--- src/rtl/core/hbcm_pkg.sv ---
// Types and constants of the heartbeat consumer monitor.
// No dependencies; used by the top level and its checker.
package hbcm_pkg;

    localparam int unsigned MAX_NODE_ID = 127;

    localparam int unsigned NODE_ID_W = 8;
    localparam int unsigned HB_MS_W   = 16;
    localparam int unsigned CAN_ID_W  = 11;
    localparam int unsigned LEN_W     = 4;
    localparam int unsigned STATE_W   = 8;
    localparam int unsigned NODE_W    = 7;
    localparam int unsigned CFG_IDX_W = 2;
    localparam int unsigned CFG_DATA_W = 16;
    localparam int unsigned IN_DATA_W  = 24;
    localparam int unsigned OUT_DATA_W = 16;

    localparam logic [CAN_ID_W-1:0] HB_COB_BASE = 11'h700;

    typedef enum logic [1:0] {
        ACT_FRAME = 2'd0,
        ACT_TICK  = 2'd1,
        ACT_FORCE = 2'd2
    } t_action;

    typedef enum logic [1:0] {
        EV_TIMEOUT  = 2'd0,
        EV_RESOLVED = 2'd1,
        EV_CHANGED  = 2'd2
    } t_event;

    localparam logic [CFG_IDX_W-1:0] CFG_NODE_ID = 2'd0;
    localparam logic [CFG_IDX_W-1:0] CFG_HB_MS   = 2'd1;

    typedef struct packed {
        t_event              kind;
        logic [STATE_W-1:0]  state;
        logic                last;
    } t_result;

endpackage

--- src/rtl/core/heartbeat_consumer_monitor_unit.sv ---
// Heartbeat consumer monitor: top level, input stage, state update and result buffer.
// Depends on hbcm_pkg.
//
// Watches the heartbeat of one remote node. Monitoring is on when node_id is 1 to 127 and
// heartbeat_ms is nonzero. Each input beat is a received frame, a millisecond tick or a
// forced node state (tuser). A frame with identifier 0x700 + node_id, a nonzero length and
// a clear toggle bit stores the state, clears a timeout error and restarts the countdown;
// it reports "timeout resolved" (if an error was pending) and then "state changed" (if the
// state differs). A tick decrements the running countdown and reports "timeout occurred"
// when it reaches zero. A forced state acts like a valid frame but reports nothing.
// Writing either configuration register stops the countdown and clears the state; write
// only while the block is idle. Throughput is one input beat per clock: an input register
// feeds the state update, which writes into a two-entry result buffer, so the first result
// is offered in the cycle after the item leaves the input register. An item that yields two
// events gives two result beats; the input side stalls only while the buffer lacks room.
module heartbeat_consumer_monitor_unit (
    input  logic                                i_clk,
    input  logic                                i_rst_n,
    // configuration write port
    input  logic                                i_cfg_we,
    input  logic [hbcm_pkg::CFG_IDX_W-1:0]      i_cfg_index,
    input  logic [hbcm_pkg::CFG_DATA_W-1:0]     i_cfg_data,
    // input beats
    input  logic                                i_s_axis_tvalid,
    output logic                                o_s_axis_tready,
    input  logic [hbcm_pkg::IN_DATA_W-1:0]      i_s_axis_tdata,  // can_id, frame_len, status_byte, pad
    input  logic [1:0]                          i_s_axis_tuser,  // action
    // result beats
    output logic                                o_m_axis_tvalid,
    input  logic                                i_m_axis_tready,
    output logic [hbcm_pkg::OUT_DATA_W-1:0]     o_m_axis_tdata,  // node, node_state, pad
    output logic [1:0]                          o_m_axis_tuser,  // event_kind
    output logic                                o_m_axis_tlast
);

    localparam int unsigned LEN_LO = hbcm_pkg::CAN_ID_W;
    localparam int unsigned ST_LO  = hbcm_pkg::CAN_ID_W + hbcm_pkg::LEN_W;

    // configuration and monitor state
    logic [hbcm_pkg::NODE_ID_W-1:0] r_node_id, n_node_id;
    logic [hbcm_pkg::HB_MS_W-1:0]   r_hb_ms, n_hb_ms;
    logic [hbcm_pkg::STATE_W-1:0]   r_state, n_state;
    logic                           r_err, n_err;
    logic [hbcm_pkg::HB_MS_W-1:0]   r_count, n_count;
    logic                           r_run, n_run;

    // input register
    logic                           r_in_valid, n_in_valid;
    hbcm_pkg::t_action              r_in_action;
    logic [hbcm_pkg::CAN_ID_W-1:0]  r_in_can_id;
    logic [hbcm_pkg::LEN_W-1:0]     r_in_len;
    logic [hbcm_pkg::STATE_W-1:0]   r_in_st;

    // result buffer, entry 0 is the head
    hbcm_pkg::t_result              r_ob [2];
    hbcm_pkg::t_result              n_ob [2];
    logic [1:0]                     r_ob_cnt, n_ob_cnt;

    logic                           in_accept;
    logic                           pop;
    logic                           fire;
    logic                           mon_on;
    logic                           frame_ok;
    logic                           ev_res, ev_chg, ev_exp;
    logic [1:0]                     nres;
    logic [1:0]                     cnt_after_pop;
    logic [hbcm_pkg::HB_MS_W-1:0]   count_dec;
    hbcm_pkg::t_result              res0, res1;

    // -- handshakes ------------------------------------------------------------------------
    assign pop             = o_m_axis_tvalid && i_m_axis_tready;
    assign in_accept       = i_s_axis_tvalid && o_s_axis_tready;
    assign o_s_axis_tready = !r_in_valid || fire;

    assign o_m_axis_tvalid = (r_ob_cnt != 2'd0);
    assign o_m_axis_tuser  = r_ob[0].kind;
    assign o_m_axis_tlast  = r_ob[0].last;
    assign o_m_axis_tdata  = {1'b0, r_ob[0].state, r_node_id[hbcm_pkg::NODE_W-1:0]};

    // -- event decode for the item held in the input register ------------------------------
    assign mon_on = (r_node_id != '0)
                 && (r_node_id <= hbcm_pkg::NODE_ID_W'(hbcm_pkg::MAX_NODE_ID))
                 && (r_hb_ms != '0);

    assign frame_ok = mon_on
                   && (r_in_can_id == hbcm_pkg::HB_COB_BASE
                                      + hbcm_pkg::CAN_ID_W'(r_node_id))
                   && (r_in_len != '0)
                   && !r_in_st[hbcm_pkg::STATE_W-1];

    // a countdown found at zero expires on the same tick
    assign count_dec = (r_count != '0) ? r_count - hbcm_pkg::HB_MS_W'(1) : r_count;

    always_comb begin
        ev_res = 1'b0;
        ev_chg = 1'b0;
        ev_exp = 1'b0;
        unique case (r_in_action)
            hbcm_pkg::ACT_FRAME: begin
                ev_res = frame_ok && r_err;
                ev_chg = frame_ok && (r_in_st != r_state);
            end
            hbcm_pkg::ACT_TICK: begin
                ev_exp = r_run && (count_dec == '0);
            end
            default: ;
        endcase
    end

    assign nres = 2'(ev_res) + 2'(ev_chg) + 2'(ev_exp);

    // first and second result of the item; resolved precedes changed
    always_comb begin
        res0.kind  = ev_exp ? hbcm_pkg::EV_TIMEOUT
                   : (ev_res ? hbcm_pkg::EV_RESOLVED : hbcm_pkg::EV_CHANGED);
        res0.state = (!ev_exp && !ev_res) ? r_in_st : '0;
        res0.last  = (nres == 2'd1);
        res1.kind  = hbcm_pkg::EV_CHANGED;
        res1.state = r_in_st;
        res1.last  = 1'b1;
    end

    // take the item once the buffer has room for all of its results
    assign cnt_after_pop = r_ob_cnt - 2'(pop);
    assign fire = r_in_valid && ((3'(cnt_after_pop) + 3'(nres)) <= 3'd2);

    // -- next state ------------------------------------------------------------------------
    always_comb begin
        n_node_id = r_node_id;
        n_hb_ms   = r_hb_ms;
        n_state   = r_state;
        n_err     = r_err;
        n_count   = r_count;
        n_run     = r_run;
        if (i_cfg_we) begin
            // any register write clears the monitor; unknown indexes change nothing
            unique case (i_cfg_index)
                hbcm_pkg::CFG_NODE_ID: begin
                    n_node_id = i_cfg_data[hbcm_pkg::NODE_ID_W-1:0];
                    n_state   = '0;
                    n_err     = 1'b0;
                    n_count   = '0;
                    n_run     = 1'b0;
                end
                hbcm_pkg::CFG_HB_MS: begin
                    n_hb_ms = i_cfg_data;
                    n_state = '0;
                    n_err   = 1'b0;
                    n_count = '0;
                    n_run   = 1'b0;
                end
                default: ;
            endcase
        end else if (fire) begin
            unique case (r_in_action)
                hbcm_pkg::ACT_FRAME, hbcm_pkg::ACT_FORCE: begin
                    // a forced state only needs the monitor on; a frame needs all checks
                    if ((r_in_action == hbcm_pkg::ACT_FORCE) ? mon_on : frame_ok) begin
                        n_state = r_in_st;
                        n_err   = 1'b0;
                        n_count = r_hb_ms;
                        n_run   = 1'b1;
                    end
                end
                hbcm_pkg::ACT_TICK: begin
                    if (r_run) begin
                        n_count = count_dec;
                        if (ev_exp) begin
                            n_run = 1'b0;
                            n_err = 1'b1;
                        end
                    end
                end
                default: ;
            endcase
        end
    end

    // -- result buffer: advance on pop, append new results behind what remains --------------
    always_comb begin
        n_ob[0] = r_ob[0];
        n_ob[1] = r_ob[1];
        if (pop) begin
            n_ob[0] = r_ob[1];
        end
        if (fire && (nres != 2'd0)) begin
            n_ob[cnt_after_pop[0]] = res0;
        end
        if (fire && (nres == 2'd2)) begin
            n_ob[1] = res1;
        end
        n_ob_cnt   = cnt_after_pop + (fire ? nres : 2'd0);
        n_in_valid = in_accept || (r_in_valid && !fire);
    end

    // -- registers -------------------------------------------------------------------------
    always_ff @(posedge i_clk) begin
        if (!i_rst_n) begin
            r_node_id  <= '0;
            r_hb_ms    <= '0;
            r_state    <= '0;
            r_err      <= 1'b0;
            r_count    <= '0;
            r_run      <= 1'b0;
            r_in_valid <= 1'b0;
            r_ob_cnt   <= 2'd0;
        end else begin
            r_node_id  <= n_node_id;
            r_hb_ms    <= n_hb_ms;
            r_state    <= n_state;
            r_err      <= n_err;
            r_count    <= n_count;
            r_run      <= n_run;
            r_in_valid <= n_in_valid;
            r_ob_cnt   <= n_ob_cnt;
        end
    end

    // payload: hold unless a new beat is taken
    always_ff @(posedge i_clk) begin
        if (in_accept) begin
            r_in_action <= hbcm_pkg::t_action'(i_s_axis_tuser);
            r_in_can_id <= i_s_axis_tdata[hbcm_pkg::CAN_ID_W-1:0];
            r_in_len    <= i_s_axis_tdata[LEN_LO +: hbcm_pkg::LEN_W];
            r_in_st     <= i_s_axis_tdata[ST_LO +: hbcm_pkg::STATE_W];
        end
        r_ob[0] <= n_ob[0];
        r_ob[1] <= n_ob[1];
    end

endmodule

--- config.mk ---
export PLATFORM = sky130hd
export DESIGN_NAME = heartbeat_consumer_monitor_unit
export DESIGN_NICKNAME = d
export VERILOG_FILES = /design/src/rtl/core/hbcm_pkg.sv /design/src/rtl/core/heartbeat_consumer_monitor_unit.sv
export SDC_FILE = /design/constraint.sdc
export NUM_CORES = 1
export LEC_CHECK = 0
export BUFFER_PORTS_ARGS = -buffer_cell sky130_fd_sc_hd__buf_2
export CAP_MARGIN = 20
export CORE_MARGIN = 1
export CORE_UTILIZATION = 37
export CTS_CLUSTER_SIZE = 25
export DETAILED_ROUTE_END_ITERATION = 10
export SETUP_SLACK_MARGIN = 0.15
export SLEW_MARGIN = 20
export SYNTH_ARGS = -nofsm -noshare
export SYNTH_HDL_FRONTEND = slang
export SYNTH_SLANG_ARGS = --single-unit
--- constraint.sdc ---
create_clock -name i_clk -period 9.8 [get_ports i_clk]
set_input_delay 1.47 -clock i_clk [delete_from_list [all_inputs] [get_ports i_clk]]
set_output_delay 1.47 -clock i_clk [all_outputs]
set_load 0.005 [all_outputs]
==> results of run 1 <==
==> final cells by class <==
cell class / instances / area share [%]
multi-input cells: 394 / 42.7
flip-flops and latches: 100 / 39.9
repair buffers: 74 / 6.63
clock buffers: 11 / 4.51
well taps: 176 / 3.77
clock inverters: 5 / 1.50
inverters: 16 / 1.03
==> cells in the mapped netlist, types with 4 or more instances <==
master	count	area share, %
dfxtp_1	67	26
a21oi_1	57	5.6
nand2_1	55	4.0
nor2_1	55	4.0
edfxtp_1	33	19
mux2i_1	30	5.8
clkbuf_1	27	2.0
buf_4	18	2.6
nand3_1	18	1.8
inv_1	16	1.2
o21ai_0	15	1.5
nor4_1	12	1.5
xnor2_1	12	2.0
nor2b_1	11	1.3
and2_1	10	1.2
nand4_1	10	1.2
nor3_1	9	0.88
xor2_1	8	1.4
a211oi_1	6	0.88
a311oi_1	6	1.0
ha_1	6	1.5
a31oi_1	4	0.49
o21a_1	4	0.58
o31a_1	4	0.68
o41ai_1	4	0.68
or3_1	4	0.49
or4_1	4	0.58
==> layer usage <==
layer  GRT usage (%)  up-vias  share of wire (%)
met3            3.04       20                6.1
met2            26.6      162                 44
met1            25.2     2005                 48
met5               0        -                  0
met4            8.13        0                2.0
li1                -     2069                  -
==> cells by family (layout without fill, tap and decap cells) <==
| kind of cell | count (synthesis) | in the layout | share of synthesized area (%) |
|---|---|---|---|
| simple gates | 210 | 210 | 21.0 |
| mux | 33 | 33 | 6.51 |
| xor+xnor | 20 | 20 | 3.41 |
| buf+inv | 66 | 106 | 6.34 |
| flops | 100 | 100 | 45.4 |
| compound gates | 122 | 122 | 15.0 |
| other cells | 1 | 1 | 0.0730 |
| fa+ha+maj | 8 | 8 | 2.24 |
==> worst max path at each step <==
stage / startpoint / to / slack, ns / depth (start not counted)
CTS: r_count[12] / o_s_axis_tready / 3.30 / 14
global placement: r_count[12] / o_s_axis_tready / 3.77 / 14
floorplan: r_count[0] / r_in_action[0] / 4.50 / 17
detailed placement: r_count[12] / o_s_axis_tready / 3.69 / 14
finish: r_count[0] / o_s_axis_tready / 3.22 / 16
global route: r_count[0] / o_s_axis_tready / 2.80 / 16
==> through the flow <==
stage,hold slack (ns),total power (W),std cells
2_1_floorplan,0.442,0.000610,560
3_3_place_gp,0.451,0.000642,760
3_5_place_dp,0.456,0.000646,760
4_1_cts,0.467,0.00106,776
5_1_grt,0.505,0.00110,776
6_report,0.467,0.00105,776
==> layout by cell type, fill, tap and decap left out, drive strengths merged, types with 5 or more instances in the layout <==
master	instances
nor4	16
and2	11
a21oi	57
nand2	55
or4	5
mux2i	30
buf	74
xnor2	12
nand3	18
inv	17
clkbuf	11
xor2	8
a211oi	6
a311oi	6
ha	6
nand4	10
o21ai	16
dfxtp	67
nor2	55
nor3	10
edfxtp	33
nor2b	11
o41ai	5
==> report_power, final <==
part	internal [W]	leakage, nW	switching, W	total [W]
clock	0.000249	0.169	0.000164	0.000413
combinational	0.0000713	1.29	0.0000913	0.000163
sequential	0.000456	0.882	0.0000181	0.000474
==> worst max-delay path, stage by stage (launching register included) <==
cell and delay, ns:
dfxtp_1 0.42, inv_1 0.15, ha_1 0.29, nor4b_1 0.27
nand4_1 0.50, nor2_1 0.31, o22ai_1 0.16, nor4_1 0.30
nand2_1 0.19, fa_1 0.68, inv_1 0.16, ha_1 0.23
inv_1 0.08, fa_1 0.45, o21ai_0 0.30, nand2_1 0.12
buf_2 0.14
==> sequential cells by signal, summed over array words and instances (netlist names), 2 cells and up <==
signal       flops
r_count         16
r_hb_ms         16
r_in_action      2
r_in_can_id     11
r_in_len         4
r_in_st          8
r_node_id        8
r_ob            22
r_ob_cnt         2
r_state          8
==> metrics, run 1 <==
root buf cell=clkbuf_16; fin nets=652; Core Area=13400 um^2; Worst EP required=8.33 ns; Initial Utilization=38.3%; Cell Area, Synth=5130 um^2; Reg-to-Reg Start=r_count[0]; Mapped Cells=560; Clock Latency Late Sink=0.35 ns; area of the multi-input gates=2500 um^2; Crit Path Category=flip-flop to output pin; RR Endpoint=r_count[6]; final instance area=5850 um^2; Setup WS pre-CTS=3.69 ns; number of synthesized register bits=100; CTS Sinks=100; 1st-iter DRT viols=349; Resized cells post-CTS=0; CP max FO=12; Post-synth top flop=dfxtp_1; run status=complete, no violations; pin count of the biggest net entering global routing=46; Worst Setup Start Kind=flip-flop; max-slew violations=0; Worst Path Arrival=5.11 ns; layout cells sized above 1=17.8%; final core occ=43.6%; sequential area share after synthesis=45.4%; FF+latch area=2330 um^2; Clock Path Buffers=2; hold_buf cts=0; Die X=120 um; leakage=2.34 nW; post-DR wirelength/cell=15.9 um; Post-Syn Nets=617; GPL Wtd Cong=0.844; CTS Buf Count=9; min Tclk post-route=6.58 ns; Final Hold Violating Endpoints=0; Initial DRT Pass Iterations=5; library cells used by synthesis=62; worst min-delay path endpoint=r_err; first-pass GRT wire length=20300 um; CTS tree=built; vias in the first global route=3985; unrepaired setup endpoints after global routing=no; Ys Warns=0; setup bufs post-CTS=0; Detailed Place HPWL=8630 um; H-tree Lvls=3; worst hold path cell count=2; row count=42; Max Fclk=152 MHz; R2R Setup Slk=3.85 ns; die area=14400 um^2; # setup viols final=0; EDFF count, synth=33; max-cap violations=0; Mean Syn Cell Area=9.17 um^2; DR vias/cell=5.48; GRT Total Usage=17.9%; Post-synth ARST share=0%; Post-Route WL=12300 um; pwr/cell area=180 nW/um^2; Boundary Pins=70; clk_skew=0.00756 ns; Buffers on Ports=67; HP Class=flip-flop to flip-flop; VDD IR max=0.000109 V; # fillers=1316; chip height=120 um; FF-to-FF path depth=18; ant diodes=0; HP Start=r_err; Post-DP Area=5500 um^2; DR DRC count=0; DRT antenna net count=0; Vias=4256; initial antenna violation count=0; GRT Residual Overflow=0; Area Growth Syn to Fin=13.9%; Sum Neg Setup Slack=0 ns; Slew HR=41.8%; period utilization=67.1%; Least-Margin Pin Slew=0.873 ns; CP Capture Type=output pin; final worst slack=3.22 ns; clock-pin slew on the worst setup and hold paths=0.07 ns
Power figures use the tool's default switching activity.
==> inputs of run 2 (changes only) <==
- clock period: 9.8 -> 6.1 ns (I/O delays scaled with it)
==> metrics, run 2 (synthesis gave the netlist of run 1 again) <==
DR DRC count=0; Final Hold Violating Endpoints=0; CP Capture Type=output pin; GRT Total Usage=18.2%; root buf cell=clkbuf_16; max-cap violations=0; initial antenna violation count=0; fin cells=781; final instance area=5860 um^2; H-tree Lvls=3; max-slew violations=0; clock-pin slew on the worst setup and hold paths=0.07 ns; Clock Latency Late Sink=0.36 ns; Core Area=13400 um^2; CTS Sinks=100; Boundary Pins=70; Worst Setup Start Kind=flip-flop; Post-Route WL=12500 um; chip height=120 um; worst hold path cell count=2; DRT antenna net count=0; Worst Path Arrival=4.64 ns; clk_skew=0.0111 ns; FF-to-FF path depth=15; CTS tree=built; Vias=4257; vias in the first global route=4028; final hold slack=0.472 ns; GRT Residual Overflow=0; Sum Neg Setup Slack=0 ns; Placed Cells=765; Post-DP Area=5530 um^2; Max Fclk=180 MHz; pin count of the biggest net entering global routing=40; fin nets=657; unrepaired setup endpoints after global routing=yes; DR vias/cell=5.45; GPL Wtd Cong=0.866; Buffers on Ports=67; # setup viols final=0; Most flops, register=r_ob; 1st-iter DRT viols=297; Worst EP required=5.18 ns; run status=complete, no violations; min Tclk post-route=5.56 ns; Initial DRT Pass Iterations=4; post-DR wirelength/cell=16.0 um; Slew HR=42.3%; first-pass GRT wire length=20500 um; biggest regs=r_ob: 22 flops, r_count: 16 flops, r_hb_ms: 16 flops; Crit Path Category=flip-flop to output pin; Clock Path Buffers=2; most frequent cells in the layout=buf_2, dfxtp_1, a21oi_1, nor2_1, nand2_1; Area Growth Syn to Fin=14.1%; max reg flops=22; Detailed Place HPWL=8760 um; R2R Setup Slk=0.73 ns; period utilization=91.1%; HP Class=flip-flop to flip-flop; VDD IR max=0.000198 V; CTS Buf Count=9; Die X=120 um; layout cells sized above 1=18.8%; Least-Margin Pin Slew=0.862 ns; leakage=2.36 nW; Initial Utilization=38.3%; CP max FO=10; row count=42; pwr/cell area=282 nW/um^2; die area=14400 um^2; ant diodes=0
-- run 2: power by group --
part           total [W]  internal (W)  switching (W)  leakage, nW
Sequential      0.000762      0.000733      0.0000291        0.882
Clock           0.000629      0.000363       0.000267        0.158
Combinational   0.000264      0.000116       0.000147         1.32
-- run 2: per-stage QoR --
stage | worst slack (ns) | utilization (%) | total power, W
global placement | 0.627 | 41.3 | 0.00103
finish | 0.540 | 43.7 | 0.00166
detailed placement | 0.505 | 41.3 | 0.00104
CTS | 0.445 | 43.7 | 0.00167
floorplan | 0.803 | - | 0.000980
global route | 0.149 | 43.7 | 0.00173
-- run 2: worst paths after layout --
check                           startpoint               to
worst min register to register       r_err            r_err
worst min-delay path                 r_err            r_err
worst max-delay path            r_count[2]  o_s_axis_tready
worst max register to register  r_count[2]       r_count[1]
-- run 2: final cells by class --
cell class | instances | area [um^2]
clock inverter | 7 | 97.6
tap | 176 | 220
multi-input combinational | 394 | 2500
fill | 1314 | 7540
inverter | 16 | 60.1
sequential | 100 | 2330
clock buffer | 9 | 225
timing repair buffer | 79 | 425
-- run 2: timing repair --
item | 4_1_cts | 5_1_grt
hold buffers | 0 | 0
endpoints found under the setup margin | 0 | 16
buffers inserted | 0 | 0
gates resized for setup | 0 | 3
-- run 2: critical path, stage by stage, from the launching register on --
cell and delay [ns]:
dfxtp_1 0.41, or3_1 0.48, or2_2 0.36, o41ai_2 0.37, nand4_1 0.15, nor4_1 0.36
nand2_1 0.20, fa_1 0.67, inv_1 0.14, ha_1 0.20, inv_1 0.06, fa_1 0.44
o21ai_1 0.22, nand2_1 0.10, buf_2 0.13
-- run 2: metal layers --
metal / wire length [um] / track usage [%]
met1: 6010 / 25.1
met2: 5600 / 28.3
met3: 746 / 3.90
met4: 153 / 5.94
met5: 0 / 0
